$ cat config.mk
export PLATFORM = sky130hd
export DESIGN_NAME = sensor_frame_parser_flat
export DESIGN_NICKNAME = d
export VERILOG_FILES = /design/src/rtl/core/sfp_pkg.sv /design/src/rtl/core/sfp_intf.sv /design/src/rtl/core/sensor_frame_parser.sv /design/src/rtl/core/sfp_cfg_regs.sv /design/src/rtl/core/sfp_in_stage.sv /design/src/rtl/core/sfp_parser.sv /design/src/flat_wrapper.sv
export SDC_FILE = /design/constraint.sdc
export NUM_CORES = 1
export LEC_CHECK = 0
export ABC_AREA = 1
export ABC_CLOCK_PERIOD_IN_PS = 5150
export BUFFER_PORTS_ARGS = -buffer_cell sky130_fd_sc_hd__buf_2
export CORE_MARGIN = 2
export CORE_UTILIZATION = 35
export DETAILED_ROUTE_END_ITERATION = 8
export SLEW_MARGIN = 5
export SYNTH_ARGS = -nofsm -noshare
export SYNTH_HDL_FRONTEND = slang
export SYNTH_SLANG_ARGS = --single-unit
$ cat constraint.sdc
create_clock -name i_clk -period 5.15 [get_ports i_clk]
set_input_delay 1.545 -clock i_clk [delete_from_list [all_inputs] [get_ports i_clk]]
set_output_delay 1.545 -clock i_clk [all_outputs]
set_load 0.05 [all_outputs]
$ cat src/rtl/core/sfp_pkg.sv
package sfp_pkg;

    localparam int BYTE_W    = 8;
    localparam int VALUE_W   = 16;
    localparam int CFG_IDX_W = 4;

    localparam logic [BYTE_W-1:0] RESET_HEADER = 8'h5A;
    localparam logic [BYTE_W-1:0] RESET_TAIL   = 8'hA5;

    // register indexes on the configuration channel
    localparam logic [CFG_IDX_W-1:0] CFG_HEADER_BYTE = CFG_IDX_W'(0);
    localparam logic [CFG_IDX_W-1:0] CFG_TAIL_BYTE   = CFG_IDX_W'(1);

    typedef enum logic [2:0] {
        POS_HEADER   = 3'd0,
        POS_HI_1     = 3'd1,
        POS_LO_1     = 3'd2,
        POS_HI_2     = 3'd3,
        POS_LO_2     = 3'd4,
        POS_STATUS   = 3'd5,
        POS_CHECKSUM = 3'd6,
        POS_TAIL     = 3'd7
    } t_pos;

    typedef struct packed {
        logic [BYTE_W-1:0] header_byte;
        logic [BYTE_W-1:0] tail_byte;
    } t_cfg;

    // held input beat between the input stage and the parser
    typedef struct packed {
        logic              valid;
        logic [BYTE_W-1:0] rx_byte;
    } t_in_beat;

endpackage

$ cat src/rtl/core/sfp_intf.sv
interface sfp_byte_if import sfp_pkg::*; ();
    logic              valid;
    logic              ready;
    logic [BYTE_W-1:0] rx_byte;

    modport source (output valid, output rx_byte, input ready);
    modport sink   (input valid, input rx_byte, output ready);
endinterface

interface sfp_res_if import sfp_pkg::*; ();
    logic               valid;
    logic               ready;
    logic [VALUE_W-1:0] first_reading;
    logic [VALUE_W-1:0] second_reading;
    logic [BYTE_W-1:0]  status_value;

    modport source (output valid, output first_reading, output second_reading,
                    output status_value, input ready);
    modport sink   (input valid, input first_reading, input second_reading,
                    input status_value, output ready);
endinterface

interface sfp_cfg_if import sfp_pkg::*; ();
    logic                 valid;
    logic                 ready;
    logic [CFG_IDX_W-1:0] reg_index;
    logic [BYTE_W-1:0]    wr_data;

    modport source (output valid, output reg_index, output wr_data, input ready);
    modport sink   (input valid, input reg_index, input wr_data, output ready);
endinterface

$ cat src/rtl/core/sensor_frame_parser.sv
// channel   dir   modport  payload
// i_rx      in    sink     rx_byte[7:0]
// o_res     out   source   first_reading[15:0], second_reading[15:0], status_value[7:0]
// i_cfg     in    sink     reg_index[3:0], wr_data[7:0] (0 header_byte, 1 tail_byte)
//
// one byte per cycle sustained while results are taken; a taken tail beat goes through the input
// register, then the parser, into the result register
// i_rst_n is synchronous, active low; header_byte and tail_byte return to 0x5A and 0xA5
// a stalled result holds the parser and then the input register; i_rx.ready drops
// only when both are full
// configuration writes are always taken, one per cycle
module sensor_frame_parser import sfp_pkg::*; (
    input  logic      i_clk,
    input  logic      i_rst_n,
    sfp_byte_if.sink  i_rx,
    sfp_res_if.source o_res,
    sfp_cfg_if.sink   i_cfg
);

    t_cfg     cfg;
    t_in_beat beat;
    logic     advance;

    sfp_cfg_regs u_cfg_regs (
        .i_clk      (i_clk),
        .i_rst_n    (i_rst_n),
        .i_wr_valid (i_cfg.valid),
        .i_wr_index (i_cfg.reg_index),
        .i_wr_data  (i_cfg.wr_data),
        .o_wr_ready (i_cfg.ready),
        .o_cfg      (cfg)
    );

    sfp_in_stage u_in_stage (
        .i_clk     (i_clk),
        .i_rst_n   (i_rst_n),
        .i_valid   (i_rx.valid),
        .i_rx_byte (i_rx.rx_byte),
        .o_ready   (i_rx.ready),
        .i_advance (advance),
        .o_beat    (beat)
    );

    sfp_parser u_parser (
        .i_clk            (i_clk),
        .i_rst_n          (i_rst_n),
        .i_cfg            (cfg),
        .i_beat           (beat),
        .o_advance        (advance),
        .o_res_valid      (o_res.valid),
        .i_res_ready      (o_res.ready),
        .o_first_reading  (o_res.first_reading),
        .o_second_reading (o_res.second_reading),
        .o_status_value   (o_res.status_value)
    );

endmodule

$ cat src/rtl/core/sfp_cfg_regs.sv
module sfp_cfg_regs import sfp_pkg::*; (
    input  logic                 i_clk,
    input  logic                 i_rst_n,
    input  logic                 i_wr_valid,
    input  logic [CFG_IDX_W-1:0] i_wr_index,
    input  logic [BYTE_W-1:0]    i_wr_data,
    output logic                 o_wr_ready,
    output t_cfg                 o_cfg
);

    t_cfg r_cfg;
    t_cfg n_cfg;

    assign o_wr_ready = 1'b1;

    always_comb begin
        n_cfg = r_cfg;
        if (i_wr_valid) begin
            case (i_wr_index)
                CFG_HEADER_BYTE: n_cfg.header_byte = i_wr_data;
                CFG_TAIL_BYTE:   n_cfg.tail_byte   = i_wr_data;
                default:         n_cfg             = r_cfg;
            endcase
        end
    end

    always_ff @(posedge i_clk) begin
        if (!i_rst_n) begin
            r_cfg.header_byte <= RESET_HEADER;
            r_cfg.tail_byte   <= RESET_TAIL;
        end else begin
            r_cfg <= n_cfg;
        end
    end

    assign o_cfg = r_cfg;

endmodule

$ cat src/rtl/core/sfp_in_stage.sv
module sfp_in_stage import sfp_pkg::*; (
    input  logic              i_clk,
    input  logic              i_rst_n,
    input  logic              i_valid,
    input  logic [BYTE_W-1:0] i_rx_byte,
    output logic              o_ready,
    input  logic              i_advance,
    output t_in_beat          o_beat
);

    logic              r_valid;
    logic [BYTE_W-1:0] r_byte;
    logic              n_valid;

    // slot frees up whenever the parser takes the held beat
    assign o_ready = !r_valid || i_advance;

    always_comb begin
        n_valid = r_valid && !i_advance;
        if (i_valid && o_ready) begin
            n_valid = 1'b1;
        end
    end

    always_ff @(posedge i_clk) begin
        if (!i_rst_n) begin
            r_valid <= 1'b0;
        end else begin
            r_valid <= n_valid;
        end
    end

    always_ff @(posedge i_clk) begin
        if (i_valid && o_ready) begin
            r_byte <= i_rx_byte;
        end
    end

    assign o_beat.valid   = r_valid;
    assign o_beat.rx_byte = r_byte;

endmodule

$ cat src/rtl/core/sfp_parser.sv
module sfp_parser import sfp_pkg::*; (
    input  logic               i_clk,
    input  logic               i_rst_n,
    input  t_cfg               i_cfg,
    input  t_in_beat           i_beat,
    output logic               o_advance,
    output logic               o_res_valid,
    input  logic               i_res_ready,
    output logic [VALUE_W-1:0] o_first_reading,
    output logic [VALUE_W-1:0] o_second_reading,
    output logic [BYTE_W-1:0]  o_status_value
);

    t_pos               r_pos;
    t_pos               n_pos;
    logic [BYTE_W-1:0]  r_sum;
    logic [BYTE_W-1:0]  n_sum;
    logic [VALUE_W-1:0] r_first;
    logic [VALUE_W-1:0] n_first;
    logic [VALUE_W-1:0] r_second;
    logic [VALUE_W-1:0] n_second;
    logic [BYTE_W-1:0]  r_status;
    logic [BYTE_W-1:0]  n_status;

    logic               r_res_valid;
    logic [VALUE_W-1:0] r_res_iron;
    logic [VALUE_W-1:0] r_res_air;
    logic [BYTE_W-1:0]  r_res_status;

    logic               fire;
    logic               emit;
    logic [BYTE_W-1:0]  b;

    assign o_advance = !r_res_valid || i_res_ready;
    assign fire      = i_beat.valid && o_advance;
    assign b         = i_beat.rx_byte;

    always_comb begin
        n_pos    = r_pos;
        n_sum    = r_sum;
        n_first  = r_first;
        n_second = r_second;
        n_status = r_status;
        emit     = 1'b0;
        case (r_pos)
            POS_HEADER: begin
                if (b == i_cfg.header_byte) begin
                    n_sum = b;
                    n_pos = POS_HI_1;
                end
            end
            POS_HI_1: begin
                n_first = {b, 8'h00};
                n_sum   = r_sum + b;
                n_pos   = POS_LO_1;
            end
            POS_LO_1: begin
                n_first = {r_first[VALUE_W-1:BYTE_W], b};
                n_sum   = r_sum + b;
                n_pos   = POS_HI_2;
            end
            POS_HI_2: begin
                n_second = {b, 8'h00};
                n_sum    = r_sum + b;
                n_pos    = POS_LO_2;
            end
            POS_LO_2: begin
                n_second = {r_second[VALUE_W-1:BYTE_W], b};
                n_sum    = r_sum + b;
                n_pos    = POS_STATUS;
            end
            POS_STATUS: begin
                n_status = b;
                n_sum    = r_sum + b;
                n_pos    = POS_CHECKSUM;
            end
            POS_CHECKSUM: begin
                // a bad checksum byte is not retried as a header
                n_pos = (b == r_sum) ? POS_TAIL : POS_HEADER;
            end
            POS_TAIL: begin
                emit  = (b == i_cfg.tail_byte);
                n_pos = POS_HEADER;
            end
            default: begin
                n_pos = POS_HEADER;
            end
        endcase
    end

    always_ff @(posedge i_clk) begin
        if (!i_rst_n) begin
            r_pos    <= POS_HEADER;
            r_sum    <= '0;
            r_first  <= '0;
            r_second <= '0;
            r_status <= '0;
        end else if (fire) begin
            r_pos    <= n_pos;
            r_sum    <= n_sum;
            r_first  <= n_first;
            r_second <= n_second;
            r_status <= n_status;
        end
    end

    always_ff @(posedge i_clk) begin
        if (!i_rst_n) begin
            r_res_valid <= 1'b0;
        end else if (o_advance) begin
            r_res_valid <= fire && emit;
        end
    end

    always_ff @(posedge i_clk) begin
        if (fire && emit) begin
            r_res_iron   <= r_first;
            r_res_air    <= r_second;
            r_res_status <= r_status;
        end
    end

    assign o_res_valid      = r_res_valid;
    assign o_first_reading  = r_res_iron;
    assign o_second_reading = r_res_air;
    assign o_status_value   = r_res_status;

endmodule

$ cat src/flat_wrapper.sv
// flat-port wrapper written by rule: the top's interface ports become plain ports
module sensor_frame_parser_flat import sfp_pkg::*;
  (i_clk, i_rst_n, i_rx_valid, i_rx_rx_byte, i_rx_ready, o_res_valid, o_res_first_reading, o_res_second_reading, o_res_status_value, o_res_ready, i_cfg_valid, i_cfg_reg_index, i_cfg_wr_data, i_cfg_ready);
  sfp_byte_if i_rx_i ();
  sfp_res_if o_res_i ();
  sfp_cfg_if i_cfg_i ();
  input  logic i_clk;
  input  logic i_rst_n;
  input wire logic [$bits(i_rx_i.valid)-1:0] i_rx_valid;
  input wire logic [$bits(i_rx_i.rx_byte)-1:0] i_rx_rx_byte;
  output wire logic [$bits(i_rx_i.ready)-1:0] i_rx_ready;
  output wire logic [$bits(o_res_i.valid)-1:0] o_res_valid;
  output wire logic [$bits(o_res_i.first_reading)-1:0] o_res_first_reading;
  output wire logic [$bits(o_res_i.second_reading)-1:0] o_res_second_reading;
  output wire logic [$bits(o_res_i.status_value)-1:0] o_res_status_value;
  input wire logic [$bits(o_res_i.ready)-1:0] o_res_ready;
  input wire logic [$bits(i_cfg_i.valid)-1:0] i_cfg_valid;
  input wire logic [$bits(i_cfg_i.reg_index)-1:0] i_cfg_reg_index;
  input wire logic [$bits(i_cfg_i.wr_data)-1:0] i_cfg_wr_data;
  output wire logic [$bits(i_cfg_i.ready)-1:0] i_cfg_ready;
  assign i_rx_i.valid = i_rx_valid;
  assign i_rx_i.rx_byte = i_rx_rx_byte;
  assign i_rx_ready = i_rx_i.ready;
  assign o_res_valid = o_res_i.valid;
  assign o_res_first_reading = o_res_i.first_reading;
  assign o_res_second_reading = o_res_i.second_reading;
  assign o_res_status_value = o_res_i.status_value;
  assign o_res_i.ready = o_res_ready;
  assign i_cfg_i.valid = i_cfg_valid;
  assign i_cfg_i.reg_index = i_cfg_reg_index;
  assign i_cfg_i.wr_data = i_cfg_wr_data;
  assign i_cfg_ready = i_cfg_i.ready;
  sensor_frame_parser u_core (.i_clk(i_clk), .i_rst_n(i_rst_n), .i_rx(i_rx_i), .o_res(o_res_i), .i_cfg(i_cfg_i));
endmodule
---- Yosys cells after proc, flatten, opt, wreduce, memory -nomap -nowiden ----
Index checks and enable logic that the tools add are counted.
storage, ports and cells
  register bits ........................... 117
  input port bits ......................... 25
  output and inout bits ................... 43
  word-level logic and storage cells ...... 63
cells by class
  add/sub/neg operators ................... 1
  equal/unequal tests ..................... 12
  multiplexer cells ....................... 9
  bitwise logic cells ..................... 2
  reduce and logical (&&, ||, !) cells .... 24
operators by type and width
  operator                                        number
  one-hot mux 16 bit (2 select lines)             2
  == test 8 bit                                   3
  one-hot mux 3 bit (8 select lines)              1
  one-hot mux 8 bit (2 select lines)              1
  == test 3 bit (second input constant)           4
  AND reduction 2 bit                             6
  AND reduction 3 bit                             3
  adder 8 bit                                     1
  2-to-1 mux 8 bit                                1
  == test 3 x 2 -> 1 bit (second input constant)  2
  2-to-1 mux 3 bit                                2
  nonzero test 2 bit                              3
  OR reduction 5 bit                              1
  == test 4 x 1 -> 1 bit (second input constant)  1
  logical AND 1 bit                               4
  zero test 4 bit                                 1
  == test 3 x 1 -> 1 bit (second input constant)  1
  zero test 1 bit                                 3
  zero test 3 bit                                 1
  logical OR 1 bit                                2
  2-to-1 mux 1 bit                                2
  inequality test 2 bit (second input constant)   1
  NOT 1 bit                                       2

---- Longest topological paths before layout ----
  word-level depth ........................ 5
  gate-level depth with buffers ........... 11
  mapped depth without buffers ............ 11

---- By module ----
A second synthesis with hierarchy kept.
unflattened totals
  cell total of the unflattened synthesis .. 563
  area total of the unflattened synthesis .. 5074.9 µm²
by module, submodules not included
  module        instances  cells each  area an instance (µm²)  sequential area each (µm²)
  sfp_parser    1          435         3973.8                  2242.2
  sfp_cfg_regs  1          112         802.0                   320.3
  sfp_in_stage  1          16          299.0                   260.2

---- Worst setup path after synthesis ----
No wires, ideal clock.
  path type ............................... input-to-reg
  start point ............................. input o_res_ready
  end point ............................... register u_core.u_parser.r_res_iron[0] (netlist: u_core.u_parser.o_first_reading[0]) (enable)
  setup time .............................. 487 ps
  data arrival time ....................... 4905 ps
  required time ........................... 4663 ps
  path slack .............................. -241 ps
  stages .................................. 5
  path buffers ............................ 1
  cell sequence ........................... nor2_2 -> nor2_4 -> clkbuf_1 -> nand3_1 -> nor3_1
between the ends
  cells in the longest elaborated chain, start to end .. 3
RTL lines
  what                    RTL line            text
  start: declaration      flat_wrapper.sv:16  input wire logic [$bits(o_res_i.ready)-1:0] o_res_ready;
  logical OR 1 bit        sfp_parser.sv:34    assign o_advance = !r_res_valid || i_res_ready;
  logical AND 1 bit       sfp_parser.sv:35    assign fire = i_beat.valid && o_advance;
  logical AND 1 bit       sfp_parser.sv:116   if (fire && emit) begin
  end signal: assignment  sfp_parser.sv:117   r_res_iron <= r_first;
  end: declaration        sfp_parser.sv:26    logic [VALUE_W-1:0] r_res_iron;
No other way between the ends.
A chain may end at the register's enable or synchronous reset.

---- Final worst setup path ----
  start point ............................. input o_res_ready
  end point ............................... output i_rx_ready
between the ends
  cells in the longest elaborated chain, start to end .. 2
RTL lines
  what              RTL line            text
  logical OR 1 bit  sfp_parser.sv:34
  logical OR 1 bit  sfp_in_stage.sv:16  assign o_ready = !r_valid || i_advance;
  end: declaration  flat_wrapper.sv:11  output wire logic [$bits(i_rx_i.ready)-1:0] i_rx_ready;
No other way between the ends.

==> qor.yml <==
worstHoldStart: "u_core.u_parser.r_first[2]"
fin_util_pct: 43.3
dp_hpwl_mm: 7.33
r2r_start: "u_core.u_in_stage.r_byte[1]"
setup_ws_ns: 1.44
register_area_mm2: 0.00282
die_h_um: 122
cts.path.max_buffers: 2
period_needed_ns: 3.71
worstMarginPinSlew_ns: 0.684
path_delay_family: "buffers and inverters"
gp_congestion: 0.818
p_leak_nw: 2.43
setup_viol: 0
synth_cell_types: 36
crit_chain: "buf_2, nor2_2, nand2_1, buf_2"
start_util_pct: 35.4
place_ws_ns: 1.43
syn_nets: 574
multi_input_area_mm2: 0.00174
io_buffers: 66
cts_root_buf: "clkbuf_16"
firstDrtPassIters: 4
holdWs_ns: 0.424
cts_hold_buf: 0
synth-simple-area-share_pct: 22.3
path_clk_slew_ns: 0.06
criticalPathCategory: "in2out"
viasPerCell: 4.71
areaGrowthSynthToFinish_pct: 22.4
cts_resized: 0
top_usage_layer: "met2"
ant_nets: 0
synth_compound_area_share_pct: 9.77
end_kind: "output port"
clock_skew_ns: 0.00607
core_area_mm2: 0.0137
die_area_mm2: 0.0148
cts_made_buffers: 17
nets: 641
status: "completed"
max_stage_delay_ns: 0.22
arrival_ns: 2.17
wl_per_cell_um: 13.3
wl_mm: 10.7
fill_cells: 1351
grtUsageMet3_pct: 4.03
critPathRequiredTime_ns: 3.61
crit_top_cell: "buf_2"
critical_path_buf_inv_count: 2
rsz0062_at_grt: "false"
met1_usage_pct: 18.3
hp-class: "reg2reg"
min_period_over_period_pct: 72.1
drt-initial-drc-count: 206
slew-limit-headroom_pct: 54.2
diodes: 0
avgSynthCellArea_um2: 8.98
ys_seq_area_share_pct: 58.1
clk_latency_ns: 0.41
post_cts_buffers: 0
p_per_area_mw_per_mm2: 377
die_w_um: 122
grt_max_degree: 41
crit_start: "o_res_ready"
overflow: 0
rows: 43
num_vias: 3776
synth-seq-cells: 117
maxSlewViolCount: 0
clock.fmax_ghz: 0.269
ir_drop_uv: 215
grt_pass1_vias: 3545
ios: 68
use_met2_pct: 26.0
cts_num_sinks: 117
synth_top_family_by_area: "simple AND/OR/NAND/NOR gates"
synthAdderAreaFrac_pct: 2.22
antenna_found_initial: 0
finalHoldViolCount: 0
grt_pass1_wl_mm: 17.1
synth_mux_area_share_pct: 0
dpl_cell_area_mm2: 0.00534
cp-start-kind: "input port"
drive_above_1_share_pct: 19.8
fin_tns_setup_ns: 0
slowest_stage: "buf_2"
final_cell_area_mm2: 0.00594
synth-xor-area-share_pct: 1.26
syn_inst: 541
cts_tree: "built"
track_usage_pct: 15.1
netlist_area_mm2: 0.00486
yosys_warnings: 0
cap_violations: 0
crit_path_max_fanout: 3
drc_errors: 0
htree_levels: 4
[final timing paths]
| path | cells past startpoint | slack [ns] | end |
|---|---|---|---|
| hold / removal | 0 | 0.42 | u_core.u_parser.o_first_reading[2] |
| setup / recovery | 4 | 1.44 | i_rx_ready |
| hold reg to reg | 0 | 0.42 | u_core.u_parser.o_first_reading[2] |
| setup reg to reg | 7 | 2.90 | u_core.u_parser.o_first_reading[12] |
[metrics by stage]
stage	total power, mW	instances
CTS	2.26	801
finish	2.24	801
floorplan	1.04	541
global route	2.31	801
detailed placement	1.07	769
global placement	1.07	769
[cells by family after synthesis]
kind of cell / count (synthesis)
xor gates and xnor gates: 7
adders and majority gates: 8
AOI/OAI and AO/OA: 90
buffers and inverters: 74
DFF: 117
other: 1
and+or+nand+nor: 244
[state kept, by name, summed over array words and instances (netlist names), 3 cells and up]
register and cells:
u_core.u_parser.o_second_reading 16, u_core.u_parser.o_status_value 8, u_core.u_parser.r_pos 3, u_core.u_parser.r_first 16
u_core.u_cfg_regs.o_cfg 16, u_core.u_parser.r_status 8, u_core.u_parser.o_first_reading 16, u_core.u_parser.r_sum 8
u_core.u_in_stage.r_byte 8, u_core.u_parser.r_second 16
[cell usage after synthesis, drive strengths merged]
cell | n | share of area (%)
nor4 | 1 | 0.13
nor4b | 1 | 0.18
o211ai | 3 | 0.46
nor3 | 3 | 0.31
nand3 | 56 | 5.9
xor2 | 2 | 0.36
fa | 1 | 0.41
clkbuf | 9 | 0.70
a21oi | 60 | 6.2
nand4 | 2 | 0.26
edfxtp | 48 | 30
nand3b | 4 | 0.62
inv | 53 | 4.1
nor3b | 2 | 0.31
o21ai | 25 | 2.6
dfxtp | 69 | 28
or2 | 4 | 0.52
nand2 | 121 | 9.5
clkinv | 1 | 0.077
conb | 1 | 0.077
xnor2 | 5 | 0.90
buf | 11 | 1.4
ha | 7 | 1.8
nor2 | 50 | 4.7
o21bai | 2 | 0.54
[where the power goes]
group / internal, mW / switching, mW
Clock: 0.763 / 0.432
Sequential: 0.966 / 0.0150
Combinational: 0.0243 / 0.0425
Total: 1.75 / 0.490
[cells in the final DEF (no fill, tap or decap), types with 4 or more instances in the layout]
cell       count
ha_1           7
o21ai_0       23
nand2_1      119
inv_1         44
nand3b_1       4
edfxtp_1      48
dfxtp_1       69
nand3_1       55
inv_2          9
xnor2_1        5
buf_2         66
nor2_1        44
a21oi_1       60
clkbuf_16     17
[worst register-to-register path, cell delays in order (launching register included)]
cell and delay, ns:
edfxtp_1 0.58, inv_1 0.22, or2_2 0.15, nand2_1 0.05
nor3b_1 0.17, nand3_1 0.15, nor3_4 0.13, buf_4 0.42
[metal layers]
| metal | part of all wire, % | vias to the layer above |
|---|---|---|
| met4 | 0.85 | 0 |
| met5 | 0 | - |
| met3 | 5.4 | 9 |
| met1 | 45 | 1748 |
| met2 | 49 | 79 |
| li1 | - | 1940 |
[area by class of cell]
type                       count  share of cell area, %
inverter                      54                   3.41
sequential                   117                   47.5
timing repair buffer          68                   5.81
clock inverter                15                   3.03
multi-input combinational    350                   29.3
tap                          180                   3.79
clock buffer                  17                   7.16
Power figures use the tool's default switching activity.
